`src/sv/positional_list_store_core_assert.svh`:
```
// Assertion macros for the positional list store core.
// Used by the top level only; no other dependencies.
`ifndef POSITIONAL_LIST_STORE_CORE_ASSERT_SVH
`define POSITIONAL_LIST_STORE_CORE_ASSERT_SVH
`ifndef SYNTHESIS
`define PLST_ASSERT_IMP(label, clk, rst_n, ante, cons) \
	label: assert property (@(posedge clk) disable iff (!(rst_n)) (ante) |-> (cons)) \
		else $error("positional list store: assertion failed");
`define PLST_ASSERT_NEXT(label, clk, rst_n, ante, cons) \
	label: assert property (@(posedge clk) disable iff (!(rst_n)) (ante) |=> (cons)) \
		else $error("positional list store: assertion failed");
`else
`define PLST_ASSERT_IMP(label, clk, rst_n, ante, cons)
`define PLST_ASSERT_NEXT(label, clk, rst_n, ante, cons)
`endif
`endif

```
`src/sv/plst_pkg.sv`:
```
// Shared types, codes and sizes of the positional list store.
// No dependencies; used by every module of the block.
package plst_pkg;

	localparam int CAPACITY = 16;
	localparam int IDX_W = $clog2(CAPACITY);
	localparam int CNT_W = $clog2(CAPACITY + 1);
	localparam int POS_W = 8;
	localparam int CMP_W = ((CNT_W > POS_W) ? CNT_W : POS_W) + 1;
	localparam int ENTRY_W = 5;

	localparam logic [2:0] OP_INS_FRONT = 3'd0;
	localparam logic [2:0] OP_INS_POS   = 3'd1;
	localparam logic [2:0] OP_INS_END   = 3'd2;
	localparam logic [2:0] OP_DEL_FRONT = 3'd3;
	localparam logic [2:0] OP_DEL_POS   = 3'd4;
	localparam logic [2:0] OP_DEL_END   = 3'd5;
	localparam logic [2:0] OP_TRAVERSE  = 3'd6;

	localparam logic [2:0] ST_OK        = 3'd0;
	localparam logic [2:0] ST_BELOW_ONE = 3'd1;
	localparam logic [2:0] ST_RANGE     = 3'd2;
	localparam logic [2:0] ST_EMPTY     = 3'd3;
	localparam logic [2:0] ST_FULL      = 3'd4;

	typedef enum logic [1:0] {
		KIND_INS,
		KIND_DEL,
		KIND_TRAV,
		KIND_NOP
	} kind_t;

	typedef struct packed {
		logic [2:0]         opcode;
		logic signed [31:0] value_in;
		logic [POS_W-1:0]   position;
	} in_item_t;

	typedef struct packed {
		logic [2:0]         status;
		logic signed [31:0] value_out;
		logic [ENTRY_W-1:0] entry_count;
		logic               last;
	} out_item_t;

	typedef struct packed {
		logic accept;
		logic shift_rd;
		logic trav_rd;
		logic fin;
		logic load_resp;
		logic load_trav;
	} dp_cmd_t;

	typedef struct packed {
		kind_t kind;
		logic  err;
		logic  moves_zero;
		logic  rd_last;
		logic  count_zero;
		logic  full;
		logic  pend_v;
	} dp_sts_t;

endpackage

```
`src/sv/plst_datapath.sv`:
```
// Datapath of the positional list store: entry memory, count, shift and result registers.
// Depends on plst_pkg; driven by plst_controller through dp_cmd_t.
module plst_datapath (
	input  logic                clk,
	input  logic                arst_n,
	input  plst_pkg::dp_cmd_t   cmd,
	output plst_pkg::dp_sts_t   sts,
	input  plst_pkg::in_item_t  in_data,
	output plst_pkg::out_item_t res
);

	logic [31:0] mem [plst_pkg::CAPACITY];

	logic [plst_pkg::CNT_W-1:0] count_q;
	logic [2:0]                 op_q;
	logic [31:0]                value_q;
	logic [2:0]                 status_q;
	logic [plst_pkg::IDX_W-1:0] slot_q;
	logic [plst_pkg::IDX_W-1:0] idx_q;
	logic [plst_pkg::IDX_W-1:0] end_q;
	logic                       mz_q;
	logic                       pend_v_q;
	logic [plst_pkg::IDX_W-1:0] pend_addr_q;
	logic [31:0]                rd_q;
	plst_pkg::out_item_t        res_q;

	logic [plst_pkg::CMP_W-1:0] cnt_w;
	logic [plst_pkg::CMP_W-1:0] pos_w;
	logic [plst_pkg::IDX_W-1:0] n_idx;
	logic [plst_pkg::IDX_W-1:0] nm1_idx;
	logic [plst_pkg::IDX_W-1:0] pos_idx;
	logic [plst_pkg::IDX_W-1:0] pm1_idx;
	logic                       full;
	logic                       empty;
	logic [2:0]                 st_d;
	logic [plst_pkg::IDX_W-1:0] slot_d;
	logic [plst_pkg::IDX_W-1:0] start_d;
	logic [plst_pkg::IDX_W-1:0] end_d;
	logic                       mz_d;
	plst_pkg::kind_t            kind;
	logic                       is_ins;

	assign cnt_w   = plst_pkg::CMP_W'(count_q);
	assign pos_w   = plst_pkg::CMP_W'(in_data.position);
	assign n_idx   = plst_pkg::IDX_W'(count_q);
	assign nm1_idx = plst_pkg::IDX_W'(count_q - 1'b1);
	assign pos_idx = plst_pkg::IDX_W'(in_data.position);
	assign pm1_idx = plst_pkg::IDX_W'(in_data.position - 1'b1);
	assign full    = (count_q == plst_pkg::CNT_W'(plst_pkg::CAPACITY));
	assign empty   = (count_q == '0);

	always_comb begin
		st_d    = plst_pkg::ST_OK;
		slot_d  = '0;
		start_d = '0;
		end_d   = nm1_idx;
		mz_d    = 1'b1;
		case (in_data.opcode)
			plst_pkg::OP_INS_FRONT: begin
				if (full) st_d = plst_pkg::ST_FULL;
				start_d = nm1_idx;
				end_d   = '0;
				mz_d    = empty;
			end
			plst_pkg::OP_INS_POS: begin
				if (pos_w == '0) st_d = plst_pkg::ST_BELOW_ONE;
				else if (pos_w > cnt_w + 1'b1) st_d = plst_pkg::ST_RANGE;
				else if (full) st_d = plst_pkg::ST_FULL;
				slot_d  = pm1_idx;
				start_d = nm1_idx;
				end_d   = pm1_idx;
				mz_d    = (pos_w == cnt_w + 1'b1);
			end
			plst_pkg::OP_INS_END: begin
				if (full) st_d = plst_pkg::ST_FULL;
				slot_d = n_idx;
			end
			plst_pkg::OP_DEL_FRONT: begin
				if (empty) st_d = plst_pkg::ST_EMPTY;
				start_d = plst_pkg::IDX_W'(1);
				mz_d    = (count_q == plst_pkg::CNT_W'(1));
			end
			plst_pkg::OP_DEL_POS: begin
				if (empty) st_d = plst_pkg::ST_EMPTY;
				else if (pos_w == '0) st_d = plst_pkg::ST_BELOW_ONE;
				else if (pos_w > cnt_w) st_d = plst_pkg::ST_RANGE;
				slot_d  = pm1_idx;
				start_d = pos_idx;
				mz_d    = (pos_w == cnt_w);
			end
			plst_pkg::OP_DEL_END: begin
				if (empty) st_d = plst_pkg::ST_EMPTY;
			end
			plst_pkg::OP_TRAVERSE: begin
				if (empty) st_d = plst_pkg::ST_EMPTY;
			end
			default: begin
				st_d = plst_pkg::ST_OK;
			end
		endcase
	end

	always_comb begin
		case (op_q)
			plst_pkg::OP_INS_FRONT, plst_pkg::OP_INS_POS, plst_pkg::OP_INS_END:
				kind = plst_pkg::KIND_INS;
			plst_pkg::OP_DEL_FRONT, plst_pkg::OP_DEL_POS, plst_pkg::OP_DEL_END:
				kind = plst_pkg::KIND_DEL;
			plst_pkg::OP_TRAVERSE:
				kind = plst_pkg::KIND_TRAV;
			default:
				kind = plst_pkg::KIND_NOP;
		endcase
	end

	assign is_ins = (kind == plst_pkg::KIND_INS);

	always_ff @(posedge clk or negedge arst_n) begin
		if (!arst_n) begin
			count_q  <= '0;
			pend_v_q <= 1'b0;
		end else begin
			pend_v_q <= cmd.shift_rd;
			if (cmd.fin) begin
				if (is_ins) count_q <= count_q + 1'b1;
				else count_q <= count_q - 1'b1;
			end
		end
	end

	always_ff @(posedge clk) begin
		if (cmd.accept) begin
			op_q     <= in_data.opcode;
			value_q  <= in_data.value_in;
			status_q <= st_d;
			slot_q   <= slot_d;
			idx_q    <= start_d;
			end_q    <= end_d;
			mz_q     <= mz_d;
		end else if (cmd.shift_rd) begin
			idx_q       <= is_ins ? idx_q - 1'b1 : idx_q + 1'b1;
			pend_addr_q <= is_ins ? idx_q + 1'b1 : idx_q - 1'b1;
		end else if (cmd.load_trav) begin
			idx_q <= idx_q + 1'b1;
		end
	end

	always_ff @(posedge clk) begin
		if (pend_v_q) begin
			mem[pend_addr_q] <= rd_q;
		end else if (cmd.fin && is_ins) begin
			mem[slot_q] <= value_q;
		end
		if (cmd.shift_rd || cmd.trav_rd) begin
			rd_q <= mem[idx_q];
		end
	end

	always_ff @(posedge clk) begin
		if (cmd.load_resp) begin
			res_q.status      <= status_q;
			res_q.value_out   <= '0;
			res_q.entry_count <= plst_pkg::ENTRY_W'(count_q);
			res_q.last        <= 1'b1;
		end else if (cmd.load_trav) begin
			res_q.status      <= plst_pkg::ST_OK;
			res_q.value_out   <= rd_q;
			res_q.entry_count <= plst_pkg::ENTRY_W'(count_q);
			res_q.last        <= (idx_q == end_q);
		end
	end

	assign res = res_q;

	assign sts.kind       = kind;
	assign sts.err        = (status_q != plst_pkg::ST_OK);
	assign sts.moves_zero = mz_q;
	assign sts.rd_last    = (idx_q == end_q);
	assign sts.count_zero = empty;
	assign sts.full       = full;
	assign sts.pend_v     = pend_v_q;

endmodule

```
`src/sv/plst_controller.sv`:
```
// Controller of the positional list store: sequences shift, traverse and result loading.
// Depends on plst_pkg; steers plst_datapath through dp_cmd_t and owns the output valid.
module plst_controller (
	input  logic              clk,
	input  logic              arst_n,
	input  logic              in_valid,
	output logic              in_ready,
	output logic              out_valid,
	input  logic              out_ready,
	output plst_pkg::dp_cmd_t cmd,
	input  plst_pkg::dp_sts_t sts
);

	typedef enum logic [2:0] {
		S_IDLE,
		S_DISP,
		S_SHIFT,
		S_DRAIN,
		S_FIN,
		S_RESP,
		S_TRD,
		S_TOUT
	} state_t;

	state_t state_q;
	logic   out_valid_q;
	logic   out_free;

	assign out_free = !out_valid_q || out_ready;

	always_comb begin
		cmd           = '0;
		cmd.accept    = (state_q == S_IDLE) && in_valid;
		cmd.shift_rd  = (state_q == S_SHIFT);
		cmd.trav_rd   = (state_q == S_TRD);
		cmd.fin       = (state_q == S_FIN);
		cmd.load_resp = (state_q == S_RESP) && out_free;
		cmd.load_trav = (state_q == S_TOUT) && out_free;
	end

	always_ff @(posedge clk or negedge arst_n) begin
		if (!arst_n) begin
			state_q     <= S_IDLE;
			out_valid_q <= 1'b0;
		end else begin
			if (cmd.load_resp || cmd.load_trav) out_valid_q <= 1'b1;
			else if (out_ready) out_valid_q <= 1'b0;
			case (state_q)
				S_IDLE: begin
					if (in_valid) state_q <= S_DISP;
				end
				S_DISP: begin
					if (sts.err || sts.kind == plst_pkg::KIND_NOP) state_q <= S_RESP;
					else if (sts.kind == plst_pkg::KIND_TRAV) state_q <= S_TRD;
					else if (sts.moves_zero) state_q <= S_FIN;
					else state_q <= S_SHIFT;
				end
				S_SHIFT: begin
					if (sts.rd_last) state_q <= S_DRAIN;
				end
				S_DRAIN: begin
					state_q <= S_FIN;
				end
				S_FIN: begin
					state_q <= S_RESP;
				end
				S_RESP: begin
					if (out_free) state_q <= S_IDLE;
				end
				S_TRD: begin
					state_q <= S_TOUT;
				end
				S_TOUT: begin
					if (out_free) state_q <= sts.rd_last ? S_IDLE : S_TRD;
				end
				default: begin
					state_q <= S_IDLE;
				end
			endcase
		end
	end

	assign in_ready  = (state_q == S_IDLE);
	assign out_valid = out_valid_q;

endmodule

```
`src/sv/positional_list_store_core.sv`:
```
// Positional list store: bounded ordered list of signed 32-bit values, up to CAPACITY entries.
// Input channel in_valid/in_ready carries one operation (in_item_t): insert front, insert at
// a 1-based position, insert end, delete front, delete at a position, delete end, traverse.
// Output channel out_valid/out_ready carries results (out_item_t): status, value_out,
// entry_count after the operation, and last on the final result of an operation.
// Every operation but traverse gives one status result; traverse gives one result per entry
// in list order, or a single empty result when the list holds nothing.
// One operation is in work at a time; in_ready is high only between operations.
// From acceptance the controller steps through a dispatch state, then: straight to the
// result load for a failed check or the unused opcode; through a finish state for an insert
// or delete that moves no entry; through shift, drain and finish states for one that moves
// entries (one registered read and one write a cycle on the entry memory). Traverse repeats
// a memory read, then a result load, once per entry.
// The next operation can be accepted in the cycle after the last result loads.
// The result register holds a result until taken; a stalled receiver holds the controller
// before the next result, and the next operation is accepted while the last result waits.
// Reset (arst_n low) empties the list and drops any pending result; the entry memory is
// not cleared, only entries below the count are ever read.
// Depends on plst_pkg, plst_datapath, plst_controller and the assertion macro header.
`include "positional_list_store_core_assert.svh"
module positional_list_store_core (
	input  logic                clk,
	input  logic                arst_n,
	input  logic                in_valid,
	output logic                in_ready,
	input  plst_pkg::in_item_t  in_data,
	output logic                out_valid,
	input  logic                out_ready,
	output plst_pkg::out_item_t out_data
);

	plst_pkg::dp_cmd_t cmd;
	plst_pkg::dp_sts_t sts;

	plst_controller u_ctrl (
		.clk       (clk),
		.arst_n    (arst_n),
		.in_valid  (in_valid),
		.in_ready  (in_ready),
		.out_valid (out_valid),
		.out_ready (out_ready),
		.cmd       (cmd),
		.sts       (sts)
	);

	plst_datapath u_dp (
		.clk     (clk),
		.arst_n  (arst_n),
		.cmd     (cmd),
		.sts     (sts),
		.in_data (in_data),
		.res     (out_data)
	);

	`PLST_ASSERT_IMP(a_one_cmd, clk, arst_n, 1'b1, $onehot0(cmd))
	`PLST_ASSERT_IMP(a_ins_not_full, clk, arst_n, cmd.fin && sts.kind == plst_pkg::KIND_INS, !sts.full)
	`PLST_ASSERT_IMP(a_trav_nonempty, clk, arst_n, cmd.load_trav, !sts.count_zero)
	`PLST_ASSERT_IMP(a_idle_no_write, clk, arst_n, in_ready, !sts.pend_v)
	`PLST_ASSERT_NEXT(a_resp_to_idle, clk, arst_n, cmd.load_resp, in_ready)

endmodule
```
`config.mk`:
```
export PLATFORM = sky130hd
export DESIGN_NAME = positional_list_store_core
export DESIGN_NICKNAME = d
export VERILOG_FILES = /design/src/sv/plst_pkg.sv /design/src/sv/plst_datapath.sv /design/src/sv/plst_controller.sv /design/src/sv/positional_list_store_core.sv
export VERILOG_INCLUDE_DIRS = /design/src /design/src/sv
export SDC_FILE = /design/constraint.sdc
export NUM_CORES = 1
export LEC_CHECK = 0
export BUFFER_PORTS_ARGS = -buffer_cell sky130_fd_sc_hd__buf_2
export CELL_PAD_IN_SITES_DETAIL_PLACEMENT = 0
export CELL_PAD_IN_SITES_GLOBAL_PLACEMENT = 2
export CORE_ASPECT_RATIO = 1.25
export CORE_UTILIZATION = 48
export DETAILED_ROUTE_END_ITERATION = 8
export PLACE_DENSITY = 0.8
export SETUP_SLACK_MARGIN = 0.2
export SLEW_MARGIN = 10
export SYNTH_ARGS = -nofsm -noshare
export SYNTH_HDL_FRONTEND = slang
export SYNTH_HIERARCHICAL = 1
export SYNTH_SLANG_ARGS = --single-unit
```
`constraint.sdc`:
```
create_clock -name clk -period 3.6 [get_ports clk]
set_input_delay 0 -clock clk [delete_from_list [all_inputs] [get_ports clk]]
set_output_delay 0 -clock clk [all_outputs]
set_load 0.02 [all_outputs]
```
==> flow_metrics.tcl <==
set metrics [dict create \
    ir_drop_mv 0.4322 \
    syn-num-nets 1352 \
    start_util 0.4853 \
    path_class "reg2reg" \
    grt_pass1_wl_mm 84.65 \
    status "completed" \
    powerDensity_nw_per_um2 672.4 \
    place_area_um2 27020 \
    cts_tree "done" \
    p_leak_nw 9.732 \
    cts_buffers 60 \
    finalHoldViolCount 0 \
    antenna_found_initial 0 \
    r2r_end "u_dp/mem[9][6]$_DFFE_PP_" \
    wl_mm 56.31 \
    chipHeight_um 259.5 \
    holdCritStartpoint "in_data[6]" \
    hold_class "in2reg" \
    drc 0 \
    synth.avg_cell_area_um2 19.77 \
    finalSetupViolCount 0 \
    cp.required_ns 3.96 \
    rrSetupSlack_ns 0.54 \
    cts_buffer_depth 3 \
    layout_setup_ws_ns 0.5355 \
    crit_fanout 23 \
    p_comb_frac 0.204 \
    fin_nets 1529 \
    hold_path_end "u_dp/status_q[1]$_DFFE_PP_" \
    grt_pass1_vias 12982 \
    syn_inst 1288 \
    dr.first_iter.drc_count 1059 \
    num_vias 12720 \
    postCtsSetupRepairBufs 0 \
    fmax_ghz 0.3263 \
    fin_crit_ns 3.065 \
    worst_setup_path_end_kind "register" \
    worstHoldPathCells 5 \
    grt_overflow 0 \
    ys.warnings.count 6 \
    rsz0062_at_grt "no" \
    die_w_um 208.0 \
    place_hpwl_mm 33.74 \
    setup_tns_ns 0 \
    cts_resized 0 \
    dieArea_um2 53970 \
    fp-row-count 94 \
    fin_area_um2 29370 \
    grt_usage 0.2154 \
    p_seq_frac 0.485 \
    power.internal_mw 14.34 \
    gp_congestion 0.8000 \
    diodes 0 \
    rr_startpoint "u_ctrl/state_q[2]$_DFFE_PN0P_" \
    cts_sinks 650 \
    fin_skew_ns 0.01302 \
    timing_worst_slew_pin_value_ns 1.051 \
    netlist_area_um2 25460 \
    cts_root_buf "clkbuf_16" \
    p_sw_frac 0.2740 \
    slew_violations 0 \
    start_kind "register" \
    antenna_left 0 \
    crit_arrival_ns 3.42 \
    via_per_inst 5.811 \
    cts_max_level 2 \
    io_pins 90 \
    path_clk_slew_ns 0.06 \
    min_period_over_period 0.8513 \
    grt_max_degree 77 \
    clk_latency_ns 0.62 \
    switching_power_mw 5.410 \
    firstDrtPassIters 5 \
    slew_headroom 0.2958 \
    core_area_um2 52460 \
    cap_violations 0 \
    cp-startpoint "u_ctrl/state_q[2]$_DFFE_PN0P_" \
    place_ws_ns 0.4849 \
    drive_above_1_share 0.2709 \
    power_frac_clock 0.312 \
    area_delta_synth_final_pct 15.35 \
    io_buffers 89 \
    r2r_cells 6 \
    routedWlPerCell_um 25.73 \
]
worst max-delay path, cell delays in order, from the launching register on:
cell and delay [ns]:
dfrtp_1 0.51, nor3b_1 0.51, nand3b_1 0.23, buf_4 0.27, a31oi_1 0.76, nor2_4 0.24, buf_12 0.26
placed cells by master (no fill, tap or decap), types with 13 or more instances in the layout:
cell	n
xnor2_1	13
clkbuf_1	19
a21oi_1	18
buf_4	38
nor2_1	60
edfxtp_1	607
clkbuf_16	61
mux2i_1	35
inv_1	19
nor2_4	16
mux4_2	160
ha_1	17
nand2_1	117
dfxtp_1	33
buf_2	89
dlygate4sd3_1	43
stage by stage:
step	cells	util	hold WS [ns]	power, mW
finish	2189	0.5598	0.06017	19.75
CTS	2189	0.5598	0.04614	19.96
global route	2189	0.5598	0.06842	20.53
global placement	2032	0.5150	-0.09298	13.70
detailed placement	2032	0.5150	-0.09680	13.78
floorplan	1288	-	-0.2956	12.43
what timing repair did:
action                                 in CTS  in global routing
hold buffers                               43                  0
setup endpoints to repair                   0                  0
endpoints found under the hold margin      62                  0
state kept, by name, indices dropped and copies added, names as in the netlist, 3 cells and up:
signal / cells
u_dp/pend_addr_q: 4
u_dp/mem: 512
u_dp/status_q: 3
u_dp/op_q: 3
u_dp/end_q: 4
u_dp/idx_q: 4
u_dp/res: 41
u_dp/value_q: 32
u_dp/rd_q: 32
u_dp/slot_q: 4
u_dp/count_q: 5
u_ctrl/state_q: 3
power by group through the flow:
stage,Combinational (mW),Sequential (mW),Clock [mW]
3_5_place_dp,4.05,9.73,0
5_1_grt,4.37,9.62,6.54
2_1_floorplan,2.65,9.78,0
4_1_cts,4.10,9.57,6.29
6_report,4.02,9.57,6.16
3_3_place_gp,3.98,9.72,0
area by class of cell:
cell class                      count  area (um2)
Tap cell                          672       840.8
Fill cell                        3942       23090
Inverter                           19       71.32
Clock buffer                       86        1680
Clock inverter                     28       239.0
Multi-Input combinational cell    553        6015
Sequential cell                   650       19140
Timing Repair Buffer              181        1381
per-layer routing:
layer / up-vias / wire length, um / GRT usage
li1: 5523 / - / -
met1: 6679 / 22510 / 0.2814
met2: 429 / 29120 / 0.3739
met3: 89 / 3252 / 0.03085
met4: 0 / 1430 / 0.07016
met5: - / 0 / 0
worst max path at each step:
stage	to	slack (ns)	cells past startpoint
2_1_floorplan	u_dp/mem[7][0]$_DFFE_PP_	0.32	7
3_3_place_gp	u_dp/mem[12][29]$_DFFE_PP_	0.49	6
3_5_place_dp	u_dp/mem[15][1]$_DFFE_PP_	0.48	6
4_1_cts	u_dp/mem[15][1]$_DFFE_PP_	0.45	6
5_1_grt	u_dp/mem[15][1]$_DFFE_PP_	0.27	6
6_report	u_dp/mem[9][6]$_DFFE_PP_	0.54	6
Power figures use the tool's default switching activity.
